**src/hw/rtl/qsi_pkg.sv**
```systemverilog
`timescale 1ns / 1ps
// ----------------------------------------------------------------------------
// Quintic spline interpolator package
// Shared widths, types, register indexes and saturating helpers.
// ----------------------------------------------------------------------------
package qsi_pkg;

    localparam int FRAC_BITS   = 16;
    localparam int WORD_BITS   = 32;
    localparam int S_BITS      = 30;
    localparam int WIDE_W      = 63;
    localparam int MAG_W       = WIDE_W - 1;
    localparam int HALF_W      = MAG_W / 2;
    localparam int NUM_W       = MAG_W + FRAC_BITS;
    localparam int CFG_IDX_W   = 4;
    localparam int NUM_LANES   = 3;
    localparam int NUM_STEPS   = 5;
    localparam int FDIV_STEPS  = S_BITS;
    localparam int LDIV_STEPS  = MAG_W;
    localparam int SHIFT_W     = $clog2(FRAC_BITS + 1);
    localparam int DATA_W      = 3 * WORD_BITS;

    localparam int LANE_POS = 0;
    localparam int LANE_VEL = 1;
    localparam int LANE_ACC = 2;

    typedef logic signed [WORD_BITS-1:0] t_word;
    typedef logic signed [WIDE_W-1:0]    t_wide;
    typedef logic [MAG_W-1:0]            t_mag;
    typedef logic [S_BITS-1:0]           t_frac;
    typedef logic [WORD_BITS-1:0]        t_div;
    typedef logic [SHIFT_W-1:0]          t_shift;
    typedef logic [1:0]                  t_region;

    localparam t_region REGION_START  = 2'd0;
    localparam t_region REGION_INSIDE = 2'd1;
    localparam t_region REGION_END    = 2'd2;

    localparam t_shift SHIFT_VEL = t_shift'(FRAC_BITS - 1);
    localparam t_shift SHIFT_ACC = t_shift'(FRAC_BITS);

    localparam t_wide WIDE_LIM = t_wide'({1'b0, {MAG_W{1'b1}}});

    typedef enum logic [CFG_IDX_W-1:0] {
        CFG_START_TIME = 4'd0,
        CFG_END_TIME   = 4'd1,
        CFG_START_POS  = 4'd2,
        CFG_START_VEL  = 4'd3,
        CFG_START_ACC  = 4'd4,
        CFG_END_POS    = 4'd5,
        CFG_END_VEL    = 4'd6,
        CFG_END_ACC    = 4'd7
    } t_cfg_idx;

    typedef struct packed {
        t_word start_time;
        t_word end_time;
        t_word start_pos;
        t_word start_vel;
        t_word start_acc;
        t_word end_pos;
        t_word end_vel;
        t_word end_acc;
    } t_knots;

    // travels beside the long divisions
    typedef struct packed {
        t_region region;
        t_wide   pos;
        t_wide   aux;
    } t_side;

    function automatic t_wide sat_add(input t_wide a, input t_wide b);
        logic signed [WIDE_W:0] s;
        logic signed [WIDE_W:0] lim;
        s   = {a[WIDE_W-1], a} + {b[WIDE_W-1], b};
        lim = {1'b0, WIDE_LIM};
        if (s > lim) begin
            return WIDE_LIM;
        end else if (s < -lim) begin
            return -WIDE_LIM;
        end
        return s[WIDE_W-1:0];
    endfunction

    function automatic t_word sat_word(input t_wide x);
        t_wide hi;
        t_wide lo;
        hi = t_wide'({1'b0, {(WORD_BITS-1){1'b1}}});
        lo = -hi - t_wide'(1);
        if (x > hi) begin
            return hi[WORD_BITS-1:0];
        end else if (x < lo) begin
            return lo[WORD_BITS-1:0];
        end
        return x[WORD_BITS-1:0];
    endfunction

endpackage

```
**src/hw/rtl/qsi_fdiv.sv**
```systemverilog
`timescale 1ns / 1ps
// ----------------------------------------------------------------------------
// Segment fraction divider
// Classifies the sample time and forms s = (t - t0) / D as a Q0.30 fraction,
// one quotient bit per pipeline stage.
// ----------------------------------------------------------------------------
module qsi_fdiv (
    input  logic               i_clk,
    input  logic               i_rst_n,
    input  logic               i_en,
    input  logic               i_valid,
    input  qsi_pkg::t_word     i_time,
    input  qsi_pkg::t_word     i_start_time,
    input  qsi_pkg::t_word     i_end_time,
    input  qsi_pkg::t_div      i_div,
    output logic               o_valid,
    output qsi_pkg::t_frac     o_frac,
    output qsi_pkg::t_region   o_region
);
    import qsi_pkg::*;

    logic    r_valid  [FDIV_STEPS+1];
    t_div    r_rem    [FDIV_STEPS+1];
    t_frac   r_q      [FDIV_STEPS+1];
    t_region r_region [FDIV_STEPS+1];

    logic [WORD_BITS:0] w_diff;
    t_region            w_region;

    always_comb begin
        w_diff = {i_time[WORD_BITS-1], i_time} - {i_start_time[WORD_BITS-1], i_start_time};
        if (i_time <= i_start_time) begin
            w_region = REGION_START;
        end else if (i_time >= i_end_time) begin
            w_region = REGION_END;
        end else begin
            w_region = REGION_INSIDE;
        end
    end

    always_ff @(posedge i_clk) begin
        if (!i_rst_n) begin
            r_valid[0] <= 1'b0;
        end else if (i_en) begin
            r_valid[0] <= i_valid;
        end
    end

    always_ff @(posedge i_clk) begin
        if (i_en) begin
            r_rem[0]    <= w_diff[WORD_BITS-1:0];
            r_q[0]      <= '0;
            r_region[0] <= w_region;
        end
    end

    for (genvar i = 0; i < FDIV_STEPS; i++) begin : g_bit
        logic [WORD_BITS:0] w_r2;
        logic [WORD_BITS:0] w_sub;
        logic               w_ge;

        assign w_r2  = {r_rem[i], 1'b0};
        assign w_sub = w_r2 - {1'b0, i_div};
        assign w_ge  = (w_r2 >= {1'b0, i_div});

        always_ff @(posedge i_clk) begin
            if (!i_rst_n) begin
                r_valid[i+1] <= 1'b0;
            end else if (i_en) begin
                r_valid[i+1] <= r_valid[i];
            end
        end

        always_ff @(posedge i_clk) begin
            if (i_en) begin
                r_rem[i+1]    <= w_ge ? w_sub[WORD_BITS-1:0] : w_r2[WORD_BITS-1:0];
                r_q[i+1]      <= {r_q[i][S_BITS-2:0], w_ge};
                r_region[i+1] <= r_region[i];
            end
        end
    end

    assign o_valid  = r_valid[FDIV_STEPS];
    assign o_frac   = r_q[FDIV_STEPS];
    assign o_region = r_region[FDIV_STEPS];

endmodule

```
**config.mk**
```make
export PLATFORM = sky130hd
export DESIGN_NAME = qsi_fdiv
export DESIGN_NICKNAME = d
export VERILOG_FILES = /design/src/hw/rtl/qsi_pkg.sv /design/src/hw/rtl/qsi_fdiv.sv
export SDC_FILE = /design/constraint.sdc
export NUM_CORES = 2
export LEC_CHECK = 0
export BUFFER_PORTS_ARGS = -buffer_cell sky130_fd_sc_hd__buf_2
export CELL_PAD_IN_SITES_DETAIL_PLACEMENT = 0
export CELL_PAD_IN_SITES_GLOBAL_PLACEMENT = 1
export CORE_MARGIN = 2
export CORE_UTILIZATION = 56
export CTS_BUF_LIST = sky130_fd_sc_hd__clkbuf_16
export DETAILED_ROUTE_END_ITERATION = 10
export PLACE_DENSITY = 0.89
export SETUP_SLACK_MARGIN = 0.15
export SYNTH_ARGS = -nofsm -noshare
export SYNTH_HDL_FRONTEND = slang
export SYNTH_SLANG_ARGS = --single-unit
```
**constraint.sdc**
```tcl
create_clock -name i_clk -period 13.1 [get_ports i_clk]
set_clock_uncertainty 0.15 [all_clocks]
set_input_delay 1.31 -clock i_clk [delete_from_list [all_inputs] [get_ports i_clk]]
set_output_delay 1.31 -clock i_clk [all_outputs]
set_load 0.03 [all_outputs]
```
### Yosys cells after proc, flatten, opt, wreduce, memory -nomap -nowiden

Memories as Yosys holds them, arrays and structs flattened.
Cells that the tools add are included.

| word-level totals | value |
|---|---|
| flip-flop bits (word level) | 0 |
| RAM bits | 2,015 |
| input bits | 132 |
| memories kept | 4 |

| operators by class | value |
|---|---|
| add/sub/neg operators | 31 |
| magnitude comparators | 32 |
| mux-type cells | 68 |
| bitwise gates (word level) | 31 |

Memory list:

| name | depth | width | rd ports | clocked after Yosys merged registers in | wr ports | line | RTL |
|---|---|---|---|---|---|---|---|
| r_rem | 31 | 32 | 30 | 0 | 31 | qsi_fdiv.sv:23 | `t_div r_rem [FDIV_STEPS+1];` |
| r_q | 31 | 30 | 31 | 0 | 31 | qsi_fdiv.sv:24 | `t_frac r_q [FDIV_STEPS+1];` |
| r_region | 31 | 2 | 31 | 0 | 31 | qsi_fdiv.sv:25 | `t_region r_region [FDIV_STEPS+1];` |
| r_valid | 31 | 1 | 31 | 0 | 31 | qsi_fdiv.sv:22 | `logic r_valid [FDIV_STEPS+1];` |

Operators with widths:

| operator | count |
|---|---|
| $sub A32 B32 Y32 | 31 |
| $ge A33 B32 Y1 | 30 |
| $mux W32 | 30 |
| $mux W1 | 36 |
| $ge A32 B32 Y1 | 1 |
| $le A32 B32 Y1 | 1 |
| $or A1 B1 Y1 | 31 |
| $mux W2 | 2 |

### Logic depth before layout (Yosys ltp)

| depth | value |
|---|---|
| word-level depth | 4 |
| gate-level depth with buffers | 16 |
| gate-level depth less buffers | 14 |

### Worst setup path before layout

Ideal clock, no wire load.

| timing path | value |
|---|---|
| path type | input port to flip-flop |
| start | input i_div[0] |
| end | memory r_rem[29][28] in the netlist's numbering (data pin) |
| library setup time | 260 ps |
| arrival | 4,854 ps |
| required time | 12,690 ps |
| path slack | 7,836 ps |
| cell stages on the path | 15 |
| buffers on the path | 3 |
| cells stage by stage | buf_4 inv_2 buf_2 clkbuf_1 fa_1 a21oi_1 o21ai_0 a21oi_1 o21ai_0 a31oi_1 o21ai_0 a221o_1 a21oi_1 a221oi_1 mux2_2 |

RTL lines:

| what | line | RTL |
|---|---|---|
| start, declared | qsi_fdiv.sv:15 | `input qsi_pkg::t_div i_div,` |
| end, declared | qsi_fdiv.sv:23 |  |

==> key figures <==
Yosys
  • Share of synthesized flip-flops with an asynchronous set or reset: 0
  • Yosys reg bits: 1518
  • Top cells by instance count after synthesis: edfxtp_1 (1517), a21oi_1 (1028), ha_1 (1023)
  • Net Count, Synth: between 10k and 15k
  • Unique masters post-synth: between 100 and 150
  • Top flip-flop cell by instance count after synthesis: edfxtp_1
  • Post-synthesis instance total: slightly above 10k
  • Per-instance average area after synthesis: 10.4 sq um
  • Top cell type's share of synthesized area: 0.428
  • Yosys Warn Count: 0
  • Share of the yosys chip area belonging to registers: 0.429
  • Cell Area, Synth: ~0.11 sq mm
  • Top area cells in the synthesized netlist: edfxtp_1 (43%), ha_1 (12%), a21oi_1 (4.8%), xnor2_1 (4.1%), mux2_2 (4.0%)
  • Library cell with the largest summed area after synthesis: edfxtp_1
  • Most common cell in the netlist: edfxtp_1
  • Number of synthesized flops with an enable pin: around 1.5k

Min path
  • Kind of path behind the tightest hold check: register to register
  • Number of cells on the worst hold path: 0
  • Hold Crit Start: r_q[2][35]
  • Worst hold endpoint: r_q[2][66]

Clocking
  • Clock Path Buffers: 3
  • Root buf cell: clkbuf_16
  • Number of buffers inserted for hold repair after clock tree synthesis: 0
  • Clock net sink count: approximately 1.5k
  • Post-CTS Setup Repair Bufs: 0
  • Number of cells upsized or downsized after cts: 0
  • Clock input transition at the sequential cells of the worst setup and hold paths: ~0.06 ns
  • TritonCTS clock tree: yes
  • Clock buffer count from CTS: between 150 and 200
  • Number of levels the H-tree was split into: 4
  • Latest clock arrival within the worst-skew pair: ~0.86 ns

Finish
  • Fin area: between 0.1 and 0.15 sq mm
  • Area growth syn-to-layout: 8.56%
  • Layout cells sized above 1: 0.0965
  • Final standard cell utilization of the core: 0.613
  • # fillers: 15.4k
  • Sequential cell area: ~0.046 sq mm
  • Multi-input gate area in the final layout: between 0.05 and 0.06 sq mm
  • Net count reported at finish: about 12k

Drt
  • Number of DRC violations after detailed-routing iteration 0: a little under 8k
  • Detailed-route vias per instance: between 6 and 7
  • Final wirelength: 292 mm
  • Avg WL per Cell: roughly 22 um
  • DRC violations left: 0
  • Antenna viol nets, final: 0
  • Via count: just over 80k
  • Iteration count of the initial detailed-routing pass: 6

Placement
  • HPWL after detailed placement: between 200 and 250 mm
  • Worst slack at placement: approximately 6.4 ns
  • Total cell area at the placement stage: ~0.11 sq mm
  • Last weighted congestion value of the routability-driven placer: 0.942
  • Count of buffers from port buffering: between 150 and 200

STA
  • # setup viols final: 0
  • Worst Tran Pin Value: between 1 and 1.5 ns
  • Fmax achieved: ~170 MHz
  • Final critical delay including setup and external delays: about 5.8 ns
  • Worst slew margin relative to its limit: 0.237
  • Worst Setup Slack, final: 7.26 ns
  • Max Slew Vio Count: 0
  • Post-route fraction of the period consumed by the critical path: 0.446
  • Total Negative Setup Slacks: 0 ns
  • Unrepaired setup endpoints after global routing: false
  • Hold_ws: roughly 0.25 ns
  • Number of hold violations in the final report: 0

Run status
  • Result of the run: finished clean

Global route
  • Via count of the first global-routing pass: about 77k
  • Tot GR Track Use: 0.295
  • Overflow after GRT: 0
  • Maximum number of pins on one net before global-route repair: between 150 and 200
  • First-pass GRT wire length: about 440 mm
  • Antenna violations before repair: 8

Setup path
  • Reg2reg path depth: 11
  • Peak fanout along the critical path: 33
  • Worst-case register-to-register setup slack: 8.36 ns
  • CP Class: input port to register
  • CP Data Required Time: ~14 ns
  • Capturing point of the worst reg2reg path: r_rem[18][14]
  • Endpoint kind of the worst setup timing path: register
  • Data arrival time of the worst path: 6.27 ns
  • CP Launch Type: input port
  • Beginning of the worst register-to-register path: r_rem[17][2]

Job
  • Max-cap viol count: 0

Floorplanning
  • Core area: about 0.19 sq mm
  • IO Pins: ~170
  • Die extent in x: 440 um
  • Total die area: a little under 0.2 sq mm
  • Initial cell density of the core: 0.565
  • Die H: ~440 um
  • Num rows: 159

Pwr
  • Peak supply drop: around 0.17 mV
  • P per Cell Area: ~280 mW/mm^2
  • Static leakage power: 0.0469 uW
-- layout by cell type, fill, tap and decap left out, drive strengths merged, types with 146 or more instances in the layout --
master / synthesis / layout
mux2: 396 / 396
inv: 353 / 393
nor2b: 146 / 146
nand2: 731 / 731
edfxtp: 1517 / 1517
nor2: 717 / 717
clkbuf: 185 / 176
xnor2: 501 / 501
ha: 1023 / 1023
buf: 123 / 253
o21ai: 694 / 694
a21oi: 1032 / 1032
xor2: 305 / 305
nand3: 173 / 173
a21o: 545 / 545
-- worst max-delay path, stage by stage --
cell and delay (ns):
buf_2 0.51, inv_2 0.36, buf_4 0.39, ha_1 0.37, nor2b_1 0.17, o31a_1 0.17
o21ai_1 0.09, a31oi_1 0.44, o21ba_2 0.27, o211ai_1 0.12, o21ai_0 0.40, nand4_1 0.22
a21oi_4 0.92, mux2_2 0.42
-- stage by stage --
| stage | power (uW) | cells |
|---|---|---|
| detailed placement | 26700 | 12706 |
| CTS | 31800 | 13022 |
| global placement | 26400 | 12706 |
| floorplan | 22400 | 10266 |
| finish | 32000 | 13024 |
| global route | 34200 | 13022 |
-- worst max path at each step --
stage	start	end	slack, ns
global route	i_div[1]	r_rem[26][29]	6.90
finish	i_div[1]	r_rem[26][29]	7.26
floorplan	i_div[0]	r_rem[29][28]	7.84
global placement	i_div[1]	r_rem[26][2]	6.53
CTS	i_div[1]	r_rem[26][29]	7.32
detailed placement	i_div[1]	r_rem[26][20]	6.42
-- cells by family (layout without fill, tap and decap cells) --
group,after synthesis,after routing,synth area share
flops,1518,1518,0.429
fa+ha+maj,1053,1053,0.126
other cells,0,2,0
compound gates,3204,3204,0.191
xor+xnor,806,806,0.0664
simple gates,2597,2597,0.117
mux,427,427,0.0448
buf+inv,661,922,0.0262
-- flip-flops by register name (all words and copies together) (netlist names) --
signal,count
r_q,465
r_valid,31
r_region,62
r_rem,960
-- cell type report --
cell class / instances / share of cell area
antenna: 2 / 0.0000434
clock buffer: 176 / 0.0381
clock inverter: 140 / 0.0119
inverter: 353 / 0.0115
multi-input combinational: 8087 / 0.503
sequential: 1518 / 0.395
tap: 2495 / 0.0270
timing repair buffer: 253 / 0.0136
-- per-layer routing --
metal / up-vias / track usage / part of all wire / routed length, um
met2: 2887 / 0.457 / 0.44 / 129000
met4: 2 / 0.141 / 0.053 / 15400
li1: 39070 / - / - / -
met1: 39132 / 0.409 / 0.44 / 127000
met3: 621 / 0.0389 / 0.069 / 20200
met5: - / 0 / 0.000045 / 13
-- where the power goes --
part	total, uW	leakage [uW]	switching (uW)	internal, uW
Clock	4920	0.00292	2080	2830
Sequential	9610	0.0149	1390	8220
Combinational	17400	0.0292	9820	7610
Total	32000	0.0469	13300	18700
Power figures use the tool's default switching activity.
